### src/rtl/slpq_pkg.sv
// Shared types, codes and helpers for the sorted-list priority queue.
`timescale 1ns / 1ps
package slpq_pkg;

  localparam int CAPACITY_DEF = 16;
  localparam int VALUE_BITS   = 16;
  localparam int PRIO_BITS    = 16;
  localparam int COUNT_BITS   = 5;

  localparam logic [1:0] REQ_INSERT = 2'd0;
  localparam logic [1:0] REQ_POP    = 2'd1;
  localparam logic [1:0] REQ_CHANGE = 2'd2;

  localparam logic [1:0] ST_OK        = 2'd0;
  localparam logic [1:0] ST_EMPTY     = 2'd1;
  localparam logic [1:0] ST_FULL      = 2'd2;
  localparam logic [1:0] ST_NOT_FOUND = 2'd3;

  typedef enum logic [1:0] {
    OP_INSERT,
    OP_POP,
    OP_CHANGE,
    OP_NOP
  } op_t;

  typedef struct packed {
    logic [1:0]            req_type;
    logic [VALUE_BITS-1:0] item_value;
    logic [PRIO_BITS-1:0]  item_priority;
  } req_t;

  typedef struct packed {
    op_t                   op;
    logic [VALUE_BITS-1:0] value;
    logic [PRIO_BITS-1:0]  prio;
  } cmd_t;

  typedef struct packed {
    logic [1:0]            status;
    logic [VALUE_BITS-1:0] popped_value;
    logic [PRIO_BITS-1:0]  popped_priority;
    logic [PRIO_BITS-1:0]  old_priority;
    logic [VALUE_BITS-1:0] head_value;
    logic [PRIO_BITS-1:0]  head_priority;
    logic                  queue_empty;
    logic [COUNT_BITS-1:0] entry_count;
  } res_t;

  typedef enum logic [4:0] {
    S_INIT,
    S_IDLE,
    S_INS_FREE,
    S_LI_START,
    S_LI_HEAD,
    S_LI_WALK,
    S_LI_FIX,
    S_LI_TAIL,
    S_POP_RD,
    S_CHG_RD,
    S_DR_START,
    S_DR_WALK,
    S_DR_NEXT,
    S_DR_SEQ,
    S_DR_PRI,
    S_RPT_RD,
    S_RPT_DATA,
    S_DONE
  } state_t;

  // a precedes or equals b under the current order
  function automatic logic prec(input logic mode, input logic [PRIO_BITS-1:0] a,
                                input logic [PRIO_BITS-1:0] b);
    return mode ? (a >= b) : (a <= b);
  endfunction

endpackage

### src/rtl/sorted_list_priority_queue.sv
// Top level of the sorted linked-list priority queue.
`timescale 1ns / 1ps
// Usage:
//  in_*  : request beats (insert, pop head, change priority of a value).
//          A beat moves when in_valid is high and in_stall is low.
//  out_* : one result beat per request, same order; moves when out_valid
//          is high and out_stall is low. The result register holds while
//          stalled and the block keeps taking requests into its two-entry
//          request queue behind it.
//  cfg_* : order_mode write, taken whenever cfg_valid is high (cfg_ready is
//          tied high); write it only while no request is in flight.
// Operations, list length L: pop unlinks the head onto the free list;
//  insert walks from the head, one node-store read per cycle; change
//  searches up to L nodes for the value, then runs two passes that
//  record the list order and rebuild the list by re-inserting each node.
// Reset (rst, synchronous): list empty, order_mode 0, then a build pass over
//  every node chains the free list; no request is taken during it.
module sorted_list_priority_queue #(
  parameter int CAPACITY = slpq_pkg::CAPACITY_DEF
) (
  input  logic           clk,
  input  logic           rst,
  input  logic           in_valid,
  output logic           in_stall,
  input  slpq_pkg::req_t in_data,
  output logic           out_valid,
  input  logic           out_stall,
  output slpq_pkg::res_t out_data,
  input  logic           cfg_valid,
  output logic           cfg_ready,
  input  logic           cfg_data
);
  import slpq_pkg::*;

  logic order_mode;
  logic q_valid;
  cmd_t q_cmd;
  logic q_pop;
  logic init_busy;

  assign cfg_ready = 1'b1;

  // order register: 0 smaller priority first, 1 larger first
  always_ff @(posedge clk) begin
    if (rst) begin
      order_mode <= 1'b0;
    end else if (cfg_valid) begin
      order_mode <= cfg_data;
    end
  end

  // front end: decode and buffer requests
  slpq_front u_front (
    .clk(clk), .rst(rst), .hold(init_busy),
    .in_valid(in_valid), .in_stall(in_stall), .in_data(in_data),
    .q_valid(q_valid), .q_cmd(q_cmd), .q_pop(q_pop));

  // back end: list sequencer and result register
  slpq_back #(.CAPACITY(CAPACITY)) u_back (
    .clk(clk), .rst(rst), .order_mode(order_mode), .init_busy(init_busy),
    .q_valid(q_valid), .q_cmd(q_cmd), .q_pop(q_pop),
    .out_valid(out_valid), .out_stall(out_stall), .out_data(out_data));
endmodule

### src/rtl/slpq_ram.sv
// Generic single-write, single-read RAM with registered read data.
`timescale 1ns / 1ps
module slpq_ram #(
  parameter int WIDTH = 16,
  parameter int DEPTH = 16
) (
  input  logic                     clk,
  input  logic                     we,
  input  logic [$clog2(DEPTH)-1:0] waddr,
  input  logic [WIDTH-1:0]         wdata,
  input  logic [$clog2(DEPTH)-1:0] raddr,
  output logic [WIDTH-1:0]         rdata
);
  logic [WIDTH-1:0] mem [DEPTH];

  always_ff @(posedge clk) begin
    if (we) begin
      mem[waddr] <= wdata;
    end
    rdata <= mem[raddr];
  end
endmodule

### src/rtl/slpq_front.sv
// Front end: takes request beats, decodes them, holds them in a two-entry queue.
`timescale 1ns / 1ps
module slpq_front (
  input  logic          clk,
  input  logic          rst,
  input  logic          hold,
  input  logic          in_valid,
  output logic          in_stall,
  input  slpq_pkg::req_t in_data,
  output logic          q_valid,
  output slpq_pkg::cmd_t q_cmd,
  input  logic          q_pop
);
  import slpq_pkg::*;

  cmd_t       slot [2];
  logic       wr_ptr;
  logic       rd_ptr;
  logic [1:0] fill;
  cmd_t       dec;
  logic       push;

  always_comb begin
    dec.value = in_data.item_value;
    dec.prio  = in_data.item_priority;
    case (in_data.req_type)
      REQ_INSERT: dec.op = OP_INSERT;
      REQ_POP:    dec.op = OP_POP;
      REQ_CHANGE: dec.op = OP_CHANGE;
      default:    dec.op = OP_NOP;
    endcase
  end

  assign in_stall = hold || (fill == 2'd2);
  assign push     = in_valid && !in_stall;
  assign q_valid  = (fill != 2'd0);
  assign q_cmd    = slot[rd_ptr];

  always_ff @(posedge clk) begin
    if (rst) begin
      wr_ptr <= 1'b0;
      rd_ptr <= 1'b0;
      fill   <= 2'd0;
    end else begin
      if (push) begin
        wr_ptr <= ~wr_ptr;
      end
      if (q_pop) begin
        rd_ptr <= ~rd_ptr;
      end
      fill <= fill + 2'(push) - 2'(q_pop);
    end
  end

  always_ff @(posedge clk) begin
    if (push) begin
      slot[wr_ptr] <= dec;
    end
  end
endmodule

### src/rtl/slpq_back.sv
// Back end: list sequencer over the node stores, result register.
`timescale 1ns / 1ps
module slpq_back #(
  parameter int CAPACITY = slpq_pkg::CAPACITY_DEF
) (
  input  logic           clk,
  input  logic           rst,
  input  logic           order_mode,
  output logic           init_busy,
  input  logic           q_valid,
  input  slpq_pkg::cmd_t q_cmd,
  output logic           q_pop,
  output logic           out_valid,
  input  logic           out_stall,
  output slpq_pkg::res_t out_data
);
  import slpq_pkg::*;

  localparam int AW = $clog2(CAPACITY);
  localparam int IW = $clog2(CAPACITY + 1);
  localparam logic [IW-1:0] NONE = IW'(CAPACITY);
  localparam logic [IW-1:0] LAST = IW'(CAPACITY - 1);

  state_t state, state_next;
  logic [IW-1:0] head, head_next, free, free_next, count, count_next;
  logic [IW-1:0] n_idx, n_idx_next, a_idx, a_idx_next, b_idx, b_idx_next;
  logic [IW-1:0] i_idx, i_idx_next, guard, guard_next;
  logic [IW-1:0] seq_cnt, seq_cnt_next, k_idx, k_idx_next;
  logic [PRIO_BITS-1:0]  pri_a, pri_a_next, ins_p, ins_p_next;
  logic [VALUE_BITS-1:0] cmd_val, cmd_val_next;
  logic [PRIO_BITS-1:0]  cmd_pri, cmd_pri_next;
  logic [1:0]            status, status_next;
  logic [VALUE_BITS-1:0] pv, pv_next, hv, hv_next;
  logic [PRIO_BITS-1:0]  pp, pp_next, oldp, oldp_next, hp, hp_next;
  logic pass, pass_next, from_drain, from_drain_next;
  logic out_valid_next;
  res_t out_data_next;

  // memory ports
  logic [AW-1:0]         node_raddr, seq_raddr, pri_waddr, link_waddr;
  logic                  val_we, pri_we, link_we, seq_we;
  logic [PRIO_BITS-1:0]  pri_wdata;
  logic [IW-1:0]         link_wdata;
  logic [VALUE_BITS-1:0] val_q;
  logic [PRIO_BITS-1:0]  pri_q;
  logic [IW-1:0]         link_q;
  logic [AW-1:0]         seq_q;

  slpq_ram #(.WIDTH(VALUE_BITS), .DEPTH(CAPACITY)) u_val (
    .clk(clk), .we(val_we), .waddr(free[AW-1:0]), .wdata(cmd_val_next),
    .raddr(node_raddr), .rdata(val_q));
  slpq_ram #(.WIDTH(PRIO_BITS), .DEPTH(CAPACITY)) u_pri (
    .clk(clk), .we(pri_we), .waddr(pri_waddr), .wdata(pri_wdata),
    .raddr(node_raddr), .rdata(pri_q));
  slpq_ram #(.WIDTH(IW), .DEPTH(CAPACITY)) u_link (
    .clk(clk), .we(link_we), .waddr(link_waddr), .wdata(link_wdata),
    .raddr(node_raddr), .rdata(link_q));
  slpq_ram #(.WIDTH(AW), .DEPTH(CAPACITY)) u_seq (
    .clk(clk), .we(seq_we), .waddr(seq_cnt[AW-1:0]), .wdata(i_idx[AW-1:0]),
    .raddr(seq_raddr), .rdata(seq_q));

  assign init_busy = (state == S_INIT);
  assign q_pop     = (state == S_IDLE) && q_valid;

  always_ff @(posedge clk) begin
    if (rst) begin
      state     <= S_INIT;
      head      <= NONE;
      free      <= '0;
      count     <= '0;
      i_idx     <= '0;
      out_valid <= 1'b0;
    end else begin
      state     <= state_next;
      head      <= head_next;
      free      <= free_next;
      count     <= count_next;
      i_idx     <= i_idx_next;
      out_valid <= out_valid_next;
    end
  end

  always_ff @(posedge clk) begin
    n_idx      <= n_idx_next;
    a_idx      <= a_idx_next;
    b_idx      <= b_idx_next;
    guard      <= guard_next;
    seq_cnt    <= seq_cnt_next;
    k_idx      <= k_idx_next;
    pri_a      <= pri_a_next;
    ins_p      <= ins_p_next;
    cmd_val    <= cmd_val_next;
    cmd_pri    <= cmd_pri_next;
    status     <= status_next;
    pv         <= pv_next;
    pp         <= pp_next;
    oldp       <= oldp_next;
    hv         <= hv_next;
    hp         <= hp_next;
    pass       <= pass_next;
    from_drain <= from_drain_next;
    out_data   <= out_data_next;
  end

  always_comb begin
    state_next      = state;
    head_next       = head;
    free_next       = free;
    count_next      = count;
    n_idx_next      = n_idx;
    a_idx_next      = a_idx;
    b_idx_next      = b_idx;
    i_idx_next      = i_idx;
    guard_next      = guard;
    seq_cnt_next    = seq_cnt;
    k_idx_next      = k_idx;
    pri_a_next      = pri_a;
    ins_p_next      = ins_p;
    cmd_val_next    = cmd_val;
    cmd_pri_next    = cmd_pri;
    status_next     = status;
    pv_next         = pv;
    pp_next         = pp;
    oldp_next       = oldp;
    hv_next         = hv;
    hp_next         = hp;
    pass_next       = pass;
    from_drain_next = from_drain;
    out_valid_next  = out_valid && out_stall;
    out_data_next   = out_data;
    node_raddr      = head[AW-1:0];
    seq_raddr       = k_idx[AW-1:0];
    val_we          = 1'b0;
    pri_we          = 1'b0;
    pri_waddr       = free[AW-1:0];
    pri_wdata       = cmd_pri;
    link_we         = 1'b0;
    link_waddr      = n_idx[AW-1:0];
    link_wdata      = NONE;
    seq_we          = 1'b0;

    case (state)
      S_INIT: begin
        // i_idx doubles as the sweep counter of the free-list build
        link_we    = 1'b1;
        link_waddr = i_idx[AW-1:0];
        link_wdata = i_idx + 1'b1;
        i_idx_next = i_idx + 1'b1;
        if (i_idx == LAST) begin
          state_next = S_IDLE;
        end
      end
      S_IDLE: begin
        if (q_valid) begin
          cmd_val_next = q_cmd.value;
          cmd_pri_next = q_cmd.prio;
          status_next  = ST_OK;
          pv_next      = '0;
          pp_next      = '0;
          oldp_next    = '0;
          case (q_cmd.op)
            OP_INSERT: begin
              if (free >= NONE) begin
                status_next = ST_FULL;
                state_next  = S_RPT_RD;
              end else begin
                val_we          = 1'b1;
                pri_we          = 1'b1;
                pri_wdata       = q_cmd.prio;
                node_raddr      = free[AW-1:0];
                n_idx_next      = free;
                ins_p_next      = q_cmd.prio;
                from_drain_next = 1'b0;
                state_next      = S_INS_FREE;
              end
            end
            OP_POP: begin
              if (head >= NONE) begin
                status_next = ST_EMPTY;
                state_next  = S_RPT_RD;
              end else begin
                state_next = S_POP_RD;
              end
            end
            OP_CHANGE: begin
              if (head >= NONE) begin
                status_next = ST_NOT_FOUND;
                state_next  = S_RPT_RD;
              end else begin
                i_idx_next = head;
                guard_next = '0;
                state_next = S_CHG_RD;
              end
            end
            default: state_next = S_RPT_RD;
          endcase
        end
      end
      S_INS_FREE: begin
        free_next  = link_q;
        count_next = count + 1'b1;
        state_next = S_LI_START;
      end
      S_LI_START: begin
        if (head >= NONE) begin
          link_we    = 1'b1;
          head_next  = n_idx;
          state_next = from_drain ? S_DR_NEXT : S_RPT_RD;
        end else begin
          state_next = S_LI_HEAD;
        end
      end
      S_LI_HEAD: begin
        pri_a_next = pri_q;
        a_idx_next = head;
        b_idx_next = link_q;
        if (prec(order_mode, ins_p, pri_q)) begin
          link_we    = 1'b1;
          link_wdata = head;
          head_next  = n_idx;
          state_next = from_drain ? S_DR_NEXT : S_RPT_RD;
        end else if (link_q >= NONE) begin
          link_we    = 1'b1;
          link_waddr = head[AW-1:0];
          link_wdata = n_idx;
          state_next = S_LI_TAIL;
        end else begin
          node_raddr = link_q[AW-1:0];
          state_next = S_LI_WALK;
        end
      end
      S_LI_WALK: begin
        // read data belongs to node b
        if (prec(order_mode, pri_a, ins_p) && prec(order_mode, ins_p, pri_q)) begin
          link_we    = 1'b1;
          link_waddr = a_idx[AW-1:0];
          link_wdata = n_idx;
          state_next = S_LI_FIX;
        end else begin
          a_idx_next = b_idx;
          pri_a_next = pri_q;
          b_idx_next = link_q;
          if (link_q >= NONE) begin
            link_we    = 1'b1;
            link_waddr = b_idx[AW-1:0];
            link_wdata = n_idx;
            state_next = S_LI_TAIL;
          end else begin
            node_raddr = link_q[AW-1:0];
          end
        end
      end
      S_LI_FIX: begin
        link_we    = 1'b1;
        link_wdata = b_idx;
        state_next = from_drain ? S_DR_NEXT : S_RPT_RD;
      end
      S_LI_TAIL: begin
        link_we    = 1'b1;
        state_next = from_drain ? S_DR_NEXT : S_RPT_RD;
      end
      S_POP_RD: begin
        pv_next    = val_q;
        pp_next    = pri_q;
        head_next  = link_q;
        link_we    = 1'b1;
        link_waddr = head[AW-1:0];
        link_wdata = free;
        free_next  = head;
        if (count != '0) begin
          count_next = count - 1'b1;
        end
        state_next = S_RPT_RD;
      end
      S_CHG_RD: begin
        node_raddr = i_idx[AW-1:0];
        if (val_q == cmd_val) begin
          oldp_next  = pri_q;
          pri_we     = 1'b1;
          pri_waddr  = i_idx[AW-1:0];
          pass_next  = 1'b0;
          state_next = S_DR_START;
        end else if (link_q >= NONE || guard == LAST) begin
          status_next = ST_NOT_FOUND;
          state_next  = S_RPT_RD;
        end else begin
          guard_next = guard + 1'b1;
          i_idx_next = link_q;
          node_raddr = link_q[AW-1:0];
        end
      end
      S_DR_START: begin
        i_idx_next   = head;
        seq_cnt_next = '0;
        state_next   = S_DR_WALK;
      end
      S_DR_WALK: begin
        // record list order, then rebuild from an empty list
        seq_we       = 1'b1;
        seq_cnt_next = seq_cnt + 1'b1;
        node_raddr   = link_q[AW-1:0];
        if (link_q >= NONE || seq_cnt == LAST) begin
          head_next  = NONE;
          k_idx_next = '0;
          state_next = S_DR_NEXT;
        end else begin
          i_idx_next = link_q;
        end
      end
      S_DR_NEXT: begin
        if (k_idx == seq_cnt) begin
          if (!pass) begin
            pass_next  = 1'b1;
            state_next = S_DR_START;
          end else begin
            state_next = S_RPT_RD;
          end
        end else begin
          k_idx_next = k_idx + 1'b1;
          state_next = S_DR_SEQ;
        end
      end
      S_DR_SEQ: begin
        n_idx_next = IW'(seq_q);
        node_raddr = seq_q;
        state_next = S_DR_PRI;
      end
      S_DR_PRI: begin
        ins_p_next      = pri_q;
        from_drain_next = 1'b1;
        state_next      = S_LI_START;
      end
      S_RPT_RD: begin
        state_next = S_RPT_DATA;
      end
      S_RPT_DATA: begin
        hv_next    = (head >= NONE) ? '0 : val_q;
        hp_next    = (head >= NONE) ? '0 : pri_q;
        state_next = S_DONE;
      end
      S_DONE: begin
        if (!out_valid || !out_stall) begin
          out_valid_next                = 1'b1;
          out_data_next.status          = status;
          out_data_next.popped_value    = pv;
          out_data_next.popped_priority = pp;
          out_data_next.old_priority    = oldp;
          out_data_next.head_value      = hv;
          out_data_next.head_priority   = hp;
          out_data_next.queue_empty     = (head >= NONE);
          out_data_next.entry_count     = COUNT_BITS'(count);
          state_next                    = S_IDLE;
        end
      end
      default: state_next = S_IDLE;
    endcase
  end

`ifndef ASSERT_OFF
  a_count_bound: assert property (@(posedge clk) disable iff (rst) count <= NONE)
    else $error("entry count above capacity");
  a_empty_match: assert property (@(posedge clk) disable iff (rst)
    (state == S_IDLE) |-> ((head >= NONE) == (count == '0)))
    else $error("head pointer and entry count disagree");
  a_full_match: assert property (@(posedge clk) disable iff (rst)
    (state == S_IDLE) |-> ((free >= NONE) == (count == NONE)))
    else $error("free list and entry count disagree");
  a_full_status: assert property (@(posedge clk) disable iff (rst)
    (state == S_DONE && status == ST_FULL) |-> (count == NONE))
    else $error("full status with room left");
  a_no_pop_init: assert property (@(posedge clk) disable iff (rst)
    (state == S_INIT) |-> !q_pop)
    else $error("request taken during free-list build");
`endif
endmodule
### config.mk
export PLATFORM = sky130hd
export DESIGN_NAME = sorted_list_priority_queue
export DESIGN_NICKNAME = d
export VERILOG_FILES = /design/src/rtl/slpq_pkg.sv /design/src/rtl/sorted_list_priority_queue.sv /design/src/rtl/slpq_ram.sv /design/src/rtl/slpq_front.sv /design/src/rtl/slpq_back.sv
export SDC_FILE = /design/constraint.sdc
export NUM_CORES = 1
export LEC_CHECK = 0
export BUFFER_PORTS_ARGS = -buffer_cell sky130_fd_sc_hd__buf_2
export CELL_PAD_IN_SITES_DETAIL_PLACEMENT = 0
export CELL_PAD_IN_SITES_GLOBAL_PLACEMENT = 1
export CORE_MARGIN = 2
export CORE_UTILIZATION = 43
export CTS_BUF_LIST = sky130_fd_sc_hd__clkbuf_4 sky130_fd_sc_hd__clkbuf_8 sky130_fd_sc_hd__clkbuf_16
export CTS_CLUSTER_DIAMETER = 50
export DETAILED_ROUTE_END_ITERATION = 6
export PLACE_DENSITY_LB_ADDON = 0.1
export SETUP_SLACK_MARGIN = 0.5
export SLEW_MARGIN = 40
export SYNTH_ARGS = -nofsm -noshare
export SYNTH_HDL_FRONTEND = slang
export SYNTH_SLANG_ARGS = --single-unit
### constraint.sdc
create_clock -name clk -period 16.3 [get_ports clk]
set_input_delay 0.815 -clock clk [delete_from_list [all_inputs] [get_ports clk]]
set_output_delay 0.815 -clock clk [all_outputs]
set_load 0.05 [all_outputs]
# Yosys cells after proc, flatten, opt, wreduce, memory -nomap -nowiden
# Memory sizes are Yosys's and may differ from the RTL's. A register that Yosys moved wholly into a read port is not among the register bits.
# Cells that the tools add are included.
# totals
register_bits	296
ram_bits	724
input_bits	40
output_inout_bits	91
elab_cells	283
memories	5
# classes
n_addsub	8
n_lt_le_gt_ge	7
eq_ne	48
n_mux	132
bitwise_logic	2
n_reduce_logical	45
# memory_table
name	words	width	read_ports	rd_ports_with_merged_regs	wr	line	rtl
u_back.u_pri.mem	16	16	1	1	1	slpq_ram.sv:14	logic [WIDTH-1:0] mem [DEPTH];
u_back.u_val.mem	16	16	1	1	1	slpq_ram.sv:14	
u_back.u_link.mem	16	5	1	1	1	slpq_ram.sv:14	
u_front.slot	2	34	1	1	1	slpq_front.sv:16	cmd_t slot [2];
u_back.u_seq.mem	16	4	1	1	1	slpq_ram.sv:14	
# ops
cell	n
two-way mux 16 bit	12
two-way mux 5 bit	34
one-hot mux 16 bit (2 select lines)	5
one-hot mux 5 bit (16 select lines)	1
one-hot mux 5 bit (2 select lines)	7
two-way mux 4 bit	16
== test 5 x 4 -> 1 bit, second input constant	11
one-hot mux 5 bit (5 select lines)	2
greater-or-equal comparator 16 bit	2
less-or-equal comparator 16 bit	2
two-way mux 1 bit	32
adder 5 x 1 -> 5 bit, second input constant	5
one-hot mux 4 bit (6 select lines)	1
== test 5 x 3 -> 1 bit, second input constant	4
!= test 2 x 1 -> 1 bit, second input constant	10
one-hot mux 5 bit (4 select lines)	1
nonzero test 2 bit	10
!= test 2 bit, second input constant	9
== test 16 bit	1
one-hot mux 4 bit (4 select lines)	1
AND reduction 4 bit	4
greater-or-equal comparator 5 bit, second input constant	3
one-hot mux 5 bit (3 select lines)	1
two-way mux 2 bit	7
30 further kinds	61

# Longest topological paths before layout
# depth
ltp_word	7
mapped_depth	18
ltp_nobuf	13

# Modules after synthesis
# A second synthesis with hierarchy kept.
# unflattened
cells_unflattened	2350
hier_area_um2	41922.7
# by_module_without_submodules
module	instances	cells_each	area_each_um2	seq_area_each_um2
slpq_ram (u_back.u_pri ...)	2	432	10042.1	8007.7
slpq_back	1	1062	13048.8	8318.0
slpq_ram (u_back.u_link)	1	155	3213.1	2502.4
slpq_front	1	134	2865.2	2142.1
slpq_ram (u_back.u_seq)	1	130	2666.3	2001.9
sorted_list_priority_queue	1	5	45.0	20.0

# Least setup slack after synthesis
# OpenSTA, ideal clock, no wires.
# synth_path
path_type	reg-to-reg
from	register u_back.state[0]
to	register u_back.out_data[0] (netlist name)
setup_ps	535
t_arrival_ps	4938
t_required_ps	15765
slack_ps	10827
stages_incl_launch_ff	6
path_buffers	3
synth_period_minus_slack_ps	5473
cell_sequence	dfxtp_1 > clkbuf_1 > buf_1 > clkbuf_1 > nand2_1 > nor2_1
# synth_between
elab_chain_len	2
# synth_lines
item	line	rtl
start, declared	slpq_back.sv:24	state_t state, state_next;
start signal, assigned	slpq_back.sv:74	state <= state_next;
== test 5 bit	slpq_back.sv:142	case (state)
AND reduction 2 bit (no source line)	--	
# No other way between the ends.
# A chain may end at the register's enable or synchronous reset.

# Worst setup path after layout
# layout_path
from	register u_back.u_pri.rdata[5], read port of u_back.u_pri.mem
to	register u_back.u_val.rdata[1], read port of u_back.u_val.mem
# layout_between
elab_chain_len	5
word_cells_on_any_way	7
classes_between	2 x order compare; 4 x mux; 1 x reduce/logical
# layout_lines
item	line	rtl
start, declared	slpq_ram.sv:12	output logic [WIDTH-1:0] rdata
less-or-equal comparator 16 bit / greater-or-equal comparator 16 bit (equally long branches)	slpq_pkg.sv:73	return mode ? (a >= b) : (a <= b);
two-way mux 1 bit (*)	slpq_pkg.sv:73	
logical AND 1 bit	slpq_back.sv:234	if (prec(order_mode, pri_a, ins_p) && prec(order_mode, ins_p, pri_q)) begin
two-way mux 4 bit	slpq_back.sv:234	
one-hot mux 4 bit (6 select lines) (*)	slpq_back.sv:142	
end, declared	slpq_ram.sv:12	
# Every way passes the cells marked *; elsewhere a longest branch is shown, timed or not.

==> results by group <==
Run status
  – Status: complete, no violations

Flow run
  – Max_cap viols: 0

Setup path
  – Worst EP arrival: around 7000 ps
  – Kind of critical path: flip-flop to flip-flop
  – CP endpoint kind: flip-flop
  – Crit. Startpoint: u_back.u_pri.rdata[5]
  – Largest fanout on the critical path: 99
  – Reg2reg start: u_back.u_pri.rdata[5]
  – Type of origin of the critical path: flip-flop
  – CP Data Required Time: around 17000 ps

Final layout
  – # fillers: around 8400
  – Layout cell share with drive strength beyond 1: 0.166
  – Most common cell after layout, fill and taps aside: edfxtp_1
  – Register area: ~31000 sq um
  – Commonest cells after routing, fill and taps aside: edfxtp_1, a211oi_1, a21oi_1
  – Area grow syn2layout: 15.7%
  – Non-Filler Instances: 4548
  – Multi-input logic area: approximately 11000 sq um
  – Layout net count: between 3000 and 4000

Logic synthesis
  – Post-synthesis instance total: around 3000
  – Sequential area share after synthesis: 0.726
  – Mapped Area: about 43000 sq um
  – Synthesis Warnings: 0
  – Count of flip-flops with a built-in enable after synthesis: approximately 970
  – Synth Register Bits: approximately 1100
  – Async S/R FF share, synth: 0
  – Mapped Nets: 3098
  – Avg Inst Size Synth: around 14 sq um
  – Ys flop type: edfxtp_1
  – Count of cell types in the netlist: 70

Power
  – Combinational Power Share: 0.301
  – Pleak: around 17 nW
  – Net Sw Frac: 0.357
  – Internal power: 5.79 mW
  – Clock Power Share: 0.295
  – Maximum vdd drop: between 0.1 and 0.15 mV
  – Sequential share of power: 0.404
  – Pwr/cell area: 182 nW/um^2
  – Tot Pwr: roughly 9 mW
  – P_sw: around 3.2 mW

Global routing
  – Tot GR Track Use: 0.229
  – Gr ovfl total: 0
  – Antenna violations before repair: 7
  – Global-route wire length before repair: approximately 170000 um
  – Largest net degree at the start of global routing: roughly 150
  – Vias in the first global route: about 26000

Clock network
  – CTS H-Tree Depth: 3
  – Post_cts resized: 0
  – Post-CTS Setup Inserts: 0
  – Hold buffer count at cts: 0
  – Root buf cell: clkbuf_16
  – CTS sink cnt: 1062
  – Clk Latency, worst-skew pair: a little over 700 ps
  – TritonCTS clock tree: built
  – Clock-pin slew of the registers on the worst-case setup and hold paths: approximately 60 ps
  – CTS Buf Count: roughly 120
  – Clock Path Buffers: 3

STA
  – Final worst-path cycle share: 0.406
  – RSZ-0062 raised after global routing: no
  – Min Tclk post-route: between 6000 and 7000 ps
  – Final setup viols: 0
  – Highest clock rate: roughly 150 MHz
  – Clock Skews: 39.2 ps
  – Worst slew pin tran: roughly 870 ps
  – Relative slew slack: 0.421
  – Setup TNS: 0 ps
  – Hold Vio Cnt, Final: 0
  – Final Max Tran Viols: 0

Floorplanning
  – Core ar.: a little under 100000 sq um
  – Die area: roughly 100000 sq um
  – Die Span Y: approximately 320 um
  – Starting Density: 0.434
  – Ports: around 130
  – Die width: 319 um
  – Std-Cell Rows: roughly 120

Drt
  – Residual DRC: 0
  – Detail Route Antenna Nets: 0
  – Routed len/inst: between 20 and 30 um
  – DRT Wirelength: 118000 um
  – Vias per Instance: just under 6
  – DR pass1 iterations: 5
  – Via count: between 20000 and 30000
  – Iteration-0 DRC count of the detailed router: ~3000

Placed design
  – PortBufs: ~130
  – Placed cell count: 4327
  – Placer Congestion: between 0.8 and 0.9
  – Post-DP HPWL: approximately 70000 um

Worst hold path
  – Hold_sp: in_data[25]
  – Hold/Removal Path Class: input port to flip-flop
[kinds of logic after synthesis]
family | count (synthesis) | synth area share
flip-flops | 1062 | 0.726
AND/OR/NAND/NOR | 804 | 0.0923
AO/OA/AOI/OAI | 696 | 0.108
buffers and inverters | 277 | 0.0262
multiplexers | 75 | 0.0236
adder cells (fa/ha/maj) | 52 | 0.0154
XOR/XNOR | 39 | 0.00800
other | 1 | 0.0000879
[layer usage]
layer  track usage  vias up  wire (um)
met1         0.332    13300      52400
li1              -    11800          -
met3        0.0408      180       9240
met5             0        -          0
met2         0.355     1035      53400
met4        0.0633        0       2550
[final timing paths]
path | depth (start not counted) | slack (ps) | to
worst min register to register | 0 | 410 | u_back.out_data[18]
worst min-delay path | 1 | 310 | u_front.slot[1][25]
worst max register to register | 17 | 9690 | u_back.u_val.rdata[1]
worst max-delay path | 17 | 9690 | u_back.u_val.rdata[1]
[state kept, by name (all words and copies together), names as in the netlist, 64 cells and up, named ones only]
signal,cells
u_back.u_link.mem,80
u_front.slot,68
u_back.u_pri.mem,256
u_back.u_val.mem,256
u_back.out_data,88
u_back.u_seq.mem,64
[cell type report]
type                    instances  area share
diodes                          3    0.000152
inverters                      78     0.00593
multi-input cells            1667       0.220
clock buffers                 145      0.0651
repair buffers                235      0.0338
well taps                    1287      0.0326
flip-flops and latches       1062       0.628
clock inverters                71      0.0147
[power groups by stage]
stage               logic, mW  clock network, mW  registers (mW)
CTS                      2.68               2.71            3.63
floorplan                1.73                  0            3.55
detailed placement       2.68                  0            3.68
global route             2.94               2.82            3.65
finish                   2.71               2.65            3.63
global placement         2.58                  0            3.68
[critical path, stage by stage (launching register included)]
cell and delay (ps):
dfxtp_1 620, inv_1 230, ha_1 350, a21oi_1 170, o21a_1 160, o311ai_0 160, nor4_1 540, or2_0 190
buf_4 250, o221ai_2 170, a21oi_4 140, buf_4 590, buf_6 660, nand2_8 560, buf_6 510, a211oi_1 370
a211oi_1 80, or4_1 560
[metrics by stage]
| stage | worst slack [ps] | utilization | cell area, sq um | hold WS (ps) |
|---|---|---|---|---|
| 2_1_floorplan | 10830 | - | 42700 | 400 |
| 3_3_place_gp | 8800 | 0.457 | 45000 | 403 |
| 3_5_place_dp | 9760 | 0.461 | 45300 | 405 |
| 4_1_cts | 9720 | 0.501 | 49300 | 258 |
| 5_1_grt | 9420 | 0.502 | 49400 | 284 |
| 6_report | 9690 | 0.502 | 49400 | 306 |
[cells in the mapped netlist (6+ instances only)]
| cell | instances | area (sq um) |
|---|---|---|
| a211oi_1 | 320 | 2400 |
| a21o_1 | 6 | 45.0 |
| a21oi_1 | 238 | 1190 |
| a21oi_2 | 11 | 96.3 |
| a221oi_1 | 7 | 61.3 |
| a22oi_1 | 16 | 120 |
| a31oi_1 | 9 | 56.3 |
| and2_1 | 36 | 225 |
| and3_1 | 152 | 951 |
| buf_1 | 19 | 71.3 |
| buf_2 | 19 | 95.1 |
| buf_6 | 7 | 78.8 |
| clkbuf_1 | 153 | 574 |
| dfxtp_1 | 89 | 1780 |
| edfxtp_1 | 973 | 29200 |
| ha_1 | 51 | 638 |
| inv_1 | 77 | 289 |
| mux2i_1 | 50 | 500 |
| mux4_2 | 20 | 450 |
| nand2_1 | 207 | 777 |
| nand2b_1 | 16 | 100 |
| nand3_1 | 20 | 100 |
| nand4_1 | 11 | 68.8 |
| nor2_1 | 238 | 893 |
| nor2b_1 | 36 | 225 |
| nor3_1 | 18 | 90.1 |
| nor4_1 | 9 | 56.3 |
| o21ai_0 | 35 | 175 |
| or4_1 | 38 | 285 |
| xnor2_1 | 14 | 123 |
| xor2_1 | 25 | 219 |
(Power assumes the default switching activity.)
